===== src/rtl/nmea_line_framer_top_macros.svh =====
// assertion macros used by the framer core
`ifndef NMEA_LINE_FRAMER_TOP_MACROS_SVH
`define NMEA_LINE_FRAMER_TOP_MACROS_SVH

// same-cycle implication, checked out of reset
`define NLF_ASSERT_IMPLY(label, ante, cons, msg) \
    label: assert property (@(posedge i_clk) disable iff (!i_rst_n) \
        (ante) |-> (cons)) else $error(msg);

// next-cycle implication, checked out of reset
`define NLF_ASSERT_NEXT(label, ante, cons, msg) \
    label: assert property (@(posedge i_clk) disable iff (!i_rst_n) \
        (ante) |=> (cons)) else $error(msg);

`endif


===== src/rtl/nlf_pkg.sv =====
package nlf_pkg;

    typedef enum logic [1:0] {
        OP_BYTE    = 2'd0,
        OP_READ    = 2'd1,
        OP_RELEASE = 2'd2
    } t_op;

    localparam logic [7:0] CHAR_DOLLAR = 8'h24;
    localparam logic [7:0] CHAR_CR     = 8'h0D;
    localparam logic [7:0] CHAR_LF     = 8'h0A;
    localparam logic [7:0] CHAR_NUL    = 8'h00;

    // pipeline control from the input stage to the core
    typedef struct packed {
        logic step;   // a transaction is processed at this edge
        logic adv;    // result side moves at this edge
    } t_pipe_ctl;

endpackage


===== src/rtl/nlf_bank.sv =====
module nlf_bank #(
    parameter int DEPTH = 128,
    parameter int AW    = 7
) (
    input  logic          i_clk,
    input  logic          i_we,
    input  logic [AW-1:0] i_waddr,
    input  logic [7:0]    i_wdata,
    input  logic          i_re,
    input  logic [AW-1:0] i_raddr,
    output logic [7:0]    o_rdata
);

    logic [7:0] r_mem [DEPTH];
    logic [7:0] r_q;

    always_ff @(posedge i_clk) begin
        if (i_we) begin
            r_mem[i_waddr] <= i_wdata;
        end
    end

    always_ff @(posedge i_clk) begin
        if (i_re) begin
            r_q <= r_mem[i_raddr];
        end
    end

    assign o_rdata = r_q;

endmodule


===== src/rtl/nlf_core.sv =====
`include "nmea_line_framer_top_macros.svh"

module nlf_core #(
    parameter int LINE_SIZE = 128
) (
    input  logic               i_clk,
    input  logic               i_rst_n,
    input  nlf_pkg::t_pipe_ctl i_ctl,
    input  logic [1:0]         i_operation,
    input  logic [7:0]         i_rx_byte,
    input  logic [6:0]         i_char_index,
    output logic [7:0]         o_read_char,
    output logic               o_line_ready,
    output logic [6:0]         o_pending_length,
    output logic [31:0]        o_bytes_received,
    output logic [31:0]        o_overflow_errors,
    output logic [31:0]        o_sentences_received,
    output logic [31:0]        o_sentences_dropped
);

    localparam int AW = $clog2(LINE_SIZE);
    localparam int CW = AW + 7;
    localparam logic [AW-1:0] FILL_LAST = AW'(LINE_SIZE - 1);

    logic [AW-1:0] r_fill, n_fill;
    logic [AW-1:0] r_tlen, n_tlen;
    logic [AW-1:0] r_pend_len, n_pend_len;
    logic          r_slot, n_slot;
    logic          r_pend_bank, n_pend_bank;
    logic [31:0]   r_bytes, n_bytes;
    logic [31:0]   r_ovf, n_ovf;
    logic [31:0]   r_rcv, n_rcv;
    logic [31:0]   r_drop, n_drop;
    logic          r_rd_hit, r_rd_bank;

    logic          wr_en;
    logic [AW-1:0] wr_addr;
    logic          rd_hit;
    logic          swap;
    logic [7:0]    q0, q1;

    always_comb begin
        n_fill      = r_fill;
        n_tlen      = r_tlen;
        n_pend_len  = r_pend_len;
        n_slot      = r_slot;
        n_pend_bank = r_pend_bank;
        n_bytes     = r_bytes;
        n_ovf       = r_ovf;
        n_rcv       = r_rcv;
        n_drop      = r_drop;
        wr_en       = 1'b0;
        wr_addr     = r_fill;
        rd_hit      = 1'b0;
        swap        = 1'b0;
        if (i_ctl.step) begin
            case (nlf_pkg::t_op'(i_operation))
                nlf_pkg::OP_BYTE: begin
                    n_bytes = r_bytes + 32'd1;
                    if (i_rx_byte == nlf_pkg::CHAR_DOLLAR) begin
                        wr_en   = 1'b1;
                        wr_addr = '0;
                        n_fill  = AW'(1);
                        n_tlen  = AW'(1);
                    end else if (r_fill != '0 && i_rx_byte != nlf_pkg::CHAR_CR) begin
                        if (i_rx_byte == nlf_pkg::CHAR_LF) begin
                            if (r_slot) begin
                                n_drop = r_drop + 32'd1;
                            end else begin
                                // hand the assembly bank over instead of copying
                                swap        = 1'b1;
                                n_pend_bank = ~r_pend_bank;
                                n_pend_len  = r_tlen;
                                n_slot      = 1'b1;
                                n_rcv       = r_rcv + 32'd1;
                            end
                            n_fill = '0;
                            n_tlen = '0;
                        end else if (r_fill < FILL_LAST) begin
                            wr_en = 1'b1;
                            if (r_tlen == r_fill && i_rx_byte != nlf_pkg::CHAR_NUL) begin
                                n_tlen = r_fill + AW'(1);
                            end
                            n_fill = r_fill + AW'(1);
                        end else begin
                            n_fill = '0;
                            n_tlen = '0;
                            n_ovf  = r_ovf + 32'd1;
                        end
                    end
                end
                nlf_pkg::OP_READ: begin
                    rd_hit = CW'(i_char_index) < CW'(r_pend_len);
                end
                nlf_pkg::OP_RELEASE: begin
                    n_slot = 1'b0;
                end
                default: begin
                end
            endcase
        end
    end

    always_ff @(posedge i_clk) begin
        if (!i_rst_n) begin
            r_fill      <= '0;
            r_tlen      <= '0;
            r_pend_len  <= '0;
            r_slot      <= 1'b0;
            r_pend_bank <= 1'b0;
            r_bytes     <= '0;
            r_ovf       <= '0;
            r_rcv       <= '0;
            r_drop      <= '0;
            r_rd_hit    <= 1'b0;
            r_rd_bank   <= 1'b0;
        end else begin
            r_fill      <= n_fill;
            r_tlen      <= n_tlen;
            r_pend_len  <= n_pend_len;
            r_slot      <= n_slot;
            r_pend_bank <= n_pend_bank;
            r_bytes     <= n_bytes;
            r_ovf       <= n_ovf;
            r_rcv       <= n_rcv;
            r_drop      <= n_drop;
            if (i_ctl.adv) begin
                r_rd_hit  <= rd_hit;
                r_rd_bank <= r_pend_bank;
            end
        end
    end

    // assembly goes to the bank that is not pending
    nlf_bank #(.DEPTH(LINE_SIZE), .AW(AW)) u_bank0 (
        .i_clk   (i_clk),
        .i_we    (wr_en && r_pend_bank),
        .i_waddr (wr_addr),
        .i_wdata (i_rx_byte),
        .i_re    (i_ctl.adv && rd_hit && !r_pend_bank),
        .i_raddr (AW'(i_char_index)),
        .o_rdata (q0)
    );

    nlf_bank #(.DEPTH(LINE_SIZE), .AW(AW)) u_bank1 (
        .i_clk   (i_clk),
        .i_we    (wr_en && !r_pend_bank),
        .i_waddr (wr_addr),
        .i_wdata (i_rx_byte),
        .i_re    (i_ctl.adv && rd_hit && r_pend_bank),
        .i_raddr (AW'(i_char_index)),
        .o_rdata (q1)
    );

    assign o_read_char          = r_rd_hit ? (r_rd_bank ? q1 : q0) : nlf_pkg::CHAR_NUL;
    assign o_line_ready         = r_slot;
    assign o_pending_length     = 7'(r_pend_len);
    assign o_bytes_received     = r_bytes;
    assign o_overflow_errors    = r_ovf;
    assign o_sentences_received = r_rcv;
    assign o_sentences_dropped  = r_drop;

    `NLF_ASSERT_IMPLY(a_len_within_fill, 1'b1, r_tlen <= r_fill, "text length beyond fill")
    `NLF_ASSERT_IMPLY(a_swap_needs_empty, swap, !r_slot, "bank swap while slot full")
    `NLF_ASSERT_NEXT(a_swap_sets_slot, swap, r_slot && r_rcv == $past(r_rcv) + 32'd1,
        "swap did not fill slot")
    `NLF_ASSERT_NEXT(a_bank_held, !swap, r_pend_bank == $past(r_pend_bank),
        "pending bank flipped without swap")

endmodule


===== src/rtl/nmea_line_framer_top.sv =====
// nmea line framer: one transaction accepted per cycle, sustained while the result side is not stalled
// an accepted transaction is registered at the input, then its result is registered at the output
// line hand-off swaps two byte banks, so a line feed copies no bytes
// reset (i_rst_n low, synchronous) clears counters, fill state and the slot flag
// line banks are not cleared; only written entries are ever read back
module nmea_line_framer_top #(
    parameter int LINE_SIZE = 128
) (
    input  logic        i_clk,
    input  logic        i_rst_n,
    input  logic        i_valid,
    output logic        o_stall,
    input  logic [1:0]  i_operation,
    input  logic [7:0]  i_rx_byte,
    input  logic [6:0]  i_char_index,
    output logic        o_valid,
    input  logic        i_stall,
    output logic [7:0]  o_read_char,
    output logic        o_line_ready,
    output logic [6:0]  o_pending_length,
    output logic [31:0] o_bytes_received,
    output logic [31:0] o_overflow_errors,
    output logic [31:0] o_sentences_received,
    output logic [31:0] o_sentences_dropped
);

    logic       r_in_v, n_in_v;
    logic       r_out_v, n_out_v;
    logic [1:0] r_op;
    logic [7:0] r_byte;
    logic [6:0] r_idx;
    logic       adv;
    logic       accept;
    nlf_pkg::t_pipe_ctl ctl;

    // result side moves unless a result is waiting and stalled
    assign adv    = !r_out_v || !i_stall;
    assign o_stall = r_in_v && !adv;
    assign accept = i_valid && !o_stall;

    always_comb begin
        ctl.step = adv && r_in_v;
        ctl.adv  = adv;
        n_in_v   = accept ? 1'b1 : (adv ? 1'b0 : r_in_v);
        n_out_v  = adv ? r_in_v : r_out_v;
    end

    always_ff @(posedge i_clk) begin
        if (!i_rst_n) begin
            r_in_v  <= 1'b0;
            r_out_v <= 1'b0;
        end else begin
            r_in_v  <= n_in_v;
            r_out_v <= n_out_v;
        end
    end

    always_ff @(posedge i_clk) begin
        if (accept) begin
            r_op   <= i_operation;
            r_byte <= i_rx_byte;
            r_idx  <= i_char_index;
        end
    end

    nlf_core #(.LINE_SIZE(LINE_SIZE)) u_core (
        .i_clk                (i_clk),
        .i_rst_n              (i_rst_n),
        .i_ctl                (ctl),
        .i_operation          (r_op),
        .i_rx_byte            (r_byte),
        .i_char_index         (r_idx),
        .o_read_char          (o_read_char),
        .o_line_ready         (o_line_ready),
        .o_pending_length     (o_pending_length),
        .o_bytes_received     (o_bytes_received),
        .o_overflow_errors    (o_overflow_errors),
        .o_sentences_received (o_sentences_received),
        .o_sentences_dropped  (o_sentences_dropped)
    );

    assign o_valid = r_out_v;

endmodule

===== config.mk =====
export PLATFORM = sky130hd
export DESIGN_NAME = nmea_line_framer_top
export DESIGN_NICKNAME = d
export VERILOG_FILES = /design/src/rtl/nlf_pkg.sv /design/src/rtl/nlf_bank.sv /design/src/rtl/nlf_core.sv /design/src/rtl/nmea_line_framer_top.sv
export VERILOG_INCLUDE_DIRS = /design/src /design/src/rtl
export SDC_FILE = /design/constraint.sdc
export NUM_CORES = 2
export LEC_CHECK = 0
export BUFFER_PORTS_ARGS = -buffer_cell sky130_fd_sc_hd__buf_4
export CAP_MARGIN = 20
export CORE_MARGIN = 5
export CORE_UTILIZATION = 60
export DETAILED_ROUTE_END_ITERATION = 16
export PLACE_DENSITY = 0.77
export SYNTH_ARGS = -nofsm -noshare
export SYNTH_HDL_FRONTEND = slang
export SYNTH_SLANG_ARGS = --single-unit

===== constraint.sdc =====
create_clock -name i_clk -period 7.4 [get_ports i_clk]
set_clock_uncertainty 0.2 [all_clocks]
set_input_delay 1.85 -clock i_clk [delete_from_list [all_inputs] [get_ports i_clk]]
set_output_delay 1.85 -clock i_clk [all_outputs]
set_load 0.05 [all_outputs]

==> reports/metrics.csv <==
metric,value,unit
die width,392.9,µm
DP Area,91170,µm²
Fmax,201.1,MHz
DR vias,47788,
Sink Count,2236,
DIE AREA,154400,µm²
"worst slack, placed",1.665,ns
worst r2r path cells,7,
"Top FF cell, synth",edfxtp_1,
vias in the first global route,46744,
"Seq/Total Area, Yosys",74.56,%
post-DP HPWL,127800,µm
top cell type's share of synthesized area,71.03,%
CP max stage cell,nand3_1,
number of flops mapped to enable cells by yosys,2081,
CP Capture Type,flip-flop,
post-route setup slack,2.429,ns
Residual DRC,0,
Finished Layout Cells,7163,
RSZ-0062 raised after global routing,false,
Avg Inst Size Synth,18.01,µm²
"Max FO, Critical Path",59,
Setup TNS,0,ns
dominant cells by area after synthesis,"edfxtp_1 (71%), mux4_2 (8.6%), mux2i_1 (4.7%)",
Clock Tree Root,clkbuf_16,
FP Rows,140,
met3 WL,23890,µm
via/cell ratio,6.672,
"Slew Viols, Final",0,
outcome,"finished, final reports clean",
flop-to-flop setup slack,2.43,ns
critical path type,reg -> reg,
CTS Buffer Depth,3,
I/O pins,167,
period utilization,67.18,%
layout cells sized above 1,18.23,%
WL met1,81150,µm
CTS tree,built,
hold-critical path depth,2,
Congestion Overflow GR,0,
Worst Setup Start Kind,flip-flop,
MaxCap Viol Count,0,
GRT Util Overall,28.00,%
Clock Latency Late Sink,0.81,ns
actual slew at the worst max-slew pin,1.354,ns
height of the die,392.9,µm
top-count cell post-synth,edfxtp_1,
Pwr Density,260.5,nW/µm²
FF-to-FF End,u_core.u_bank1.r_mem[95][6]$_DFFE_PP_,
DR iter-0 viols,6303,
largest net degree at the start of global routing,195,
first-pass GRT wire length,315100,µm
dpl cells,6765,
largest area contributor in the netlist,edfxtp_1,
Pre-Repair DR Iteration Count,6,
synthesized cell area,87970,µm²
RD Place Congestion,0.9178,
H-tree lvl count,4,
CP dominant cell by count,nor3_1,
cells after synthesis,4884,
initial antenna violation count,17,
Worst Hold Margin,0.2794,ns
synth warn,0,
CTS buffer count,208,
CTS resizes,0,
CTS Hold Bufs,0,
area delta synth->final,11.44,%
Core Box Area,145700,µm²
Fin. Hold Viols,0,
HP Class,reg -> reg,
Post-CTS Setup Bufs,0,
wire length on met2,101500,µm
worst vdd ir,0.0003007,V
Max-Slew Margin vs Limit,9.736,%
top routing layer in use,met5,
initial core utilization,60.36,%
cell area after layout,98040,µm²
wire per inst,30.08,µm
antenna-violating nets left,0,
CP max stage delay,0.91,ns
Hold EP,u_core.o_sentences_dropped[31]$_SDFFE_PN0P_,
distinct cell type count after synthesis,68,
Layout Nets,5095,
"FF+latch count, synth",2236,
Worst Path Required,7.63,ns
worst endpoint data arrival time,5.20,ns
cells along the critical path,buf_4 -> or3_1 -> nor3_1 -> and2_1 -> nor3_1 -> nand3_1 -> nor2_1,
Final setup viols,0,
ys async rst share,0,%
Leak,31.60,nW
commonest cells in the netlist,"edfxtp_1 (2081), mux2i_1 (411), nor2_1 (381), mux4_2 (336), a22oi_1 (192)",
start of the worst register-to-register path,r_byte[4]$_DFFE_PP_,
I/O Buffers,166,
"Reg clk slew, reported paths",0.07,ns
min cycle time layout,4.971,ns
WL final,215500,µm
Hold Startpoint,u_core.o_sentences_dropped[31]$_SDFFE_PN0P_,
-- power breakdown --
group	internal (W)	leakage [nW]	switching, W
clock	0.00607	3.30	0.00457
sequential	0.0138	20.0	0.0000112
combinational	0.000352	8.34	0.000710
-- registers in the layout (all words and copies together), names as in the netlist, 2 cells and up --
| register | cells |
|---|---|
| r_byte | 8 |
| r_idx | 7 |
| r_op | 2 |
| u_core.o_bytes_received | 32 |
| u_core.o_overflow_errors | 32 |
| u_core.o_pending_length | 7 |
| u_core.o_sentences_dropped | 32 |
| u_core.o_sentences_received | 32 |
| u_core.r_fill | 7 |
| u_core.r_tlen | 7 |
| u_core.u_bank0.o_rdata | 8 |
| u_core.u_bank0.r_mem | 1024 |
| u_core.u_bank1.o_rdata | 8 |
| u_core.u_bank1.r_mem | 1024 |
-- kinds of logic (layout without fill, tap and decap cells) --
kind of cell               after synthesis  after routing  synth area share [%]
AOI/OAI and AO/OA                      508            508                 4.023
other                                    1             24              0.004263
and+or+nand+nor                        928            928                 5.212
DFF                                   2236           2236                 74.56
xor gates and xnor gates                81             81                0.8064
buffers and inverters                  355            694                 1.741
muxes                                  763            763                 13.48
adders and majority gates               12             12                0.1707
-- placed cells by master (no fill, tap or decap), drive strengths merged, types with 17 or more instances in the layout --
master	instances
edfxtp	2081
nand4	67
mux4	336
and3	26
dfxtp	155
inv	75
buf	241
clkbuf	254
mux2i	411
a22oi	192
nand3	117
a311oi	17
or4	23
nor2b	17
xor2	19
xnor2	62
clkinv	87
nand2	153
nor4	29
or3	33
bufinv	22
a21oi	122
nor2	382
nor3	32
o21ai	35
a221oi	48
-- worst max-delay path by stage --
stage	cells past startpoint	to	from	slack, ns
floorplan	9	u_core.u_bank1.r_mem[114][0]$_DFFE_PP_	r_byte[3]$_DFFE_PP_	1.30
global placement	8	u_core.u_bank1.r_mem[60][1]$_DFFE_PP_	i_stall	1.79
detailed placement	8	u_core.u_bank1.r_mem[60][1]$_DFFE_PP_	i_stall	1.66
CTS	3	o_read_char[2]	u_core.r_rd_bank$_SDFFE_PN0N_	2.46
global route	7	u_core.u_bank0.r_mem[91][2]$_DFFE_PP_	r_byte[4]$_DFFE_PP_	2.30
finish	7	u_core.u_bank1.r_mem[95][6]$_DFFE_PP_	r_byte[4]$_DFFE_PP_	2.43
-- worst max-delay path, delay by kind of cell (launching register included) --
| family | cells | cell delay (ns) |
|---|---|---|
| buffers and inverters | 1 | 0.53 |
| DFF | 1 | 0.32 |
| and+or+nand+nor | 6 | 3.47 |
-- layout make-up --
cell class	instances	area [µm²]
Sequential cell	2236	65590
Fill cell	9116	47700
Multi-Input combinational cell	2308	20970
Clock buffer	253	5520
Tap cell	1917	2399
Timing Repair Buffer	242	2016
Clock inverter	133	1275
Inverter	66	250.2
Antenna cell	8	20.02
-- stage by stage --
stage / power (W) / util (%)
after floorplan: 0.01480 / -
after global placement: 0.01513 / 62.56
after detailed placement: 0.01515 / 62.56
after CTS: 0.02561 / 67.22
after global routing: 0.02622 / 67.26
final: 0.02554 / 67.27
-- metal layers --
| layer | track usage (%) | vias up |
|---|---|---|
| li1 | - | 19948 |
| met1 | 39.29 | 24288 |
| met2 | 43.40 | 3092 |
| met3 | 6.997 | 454 |
| met4 | 10.38 | 6 |
| met5 | 0 | - |
Power figures use the tool's default switching activity.
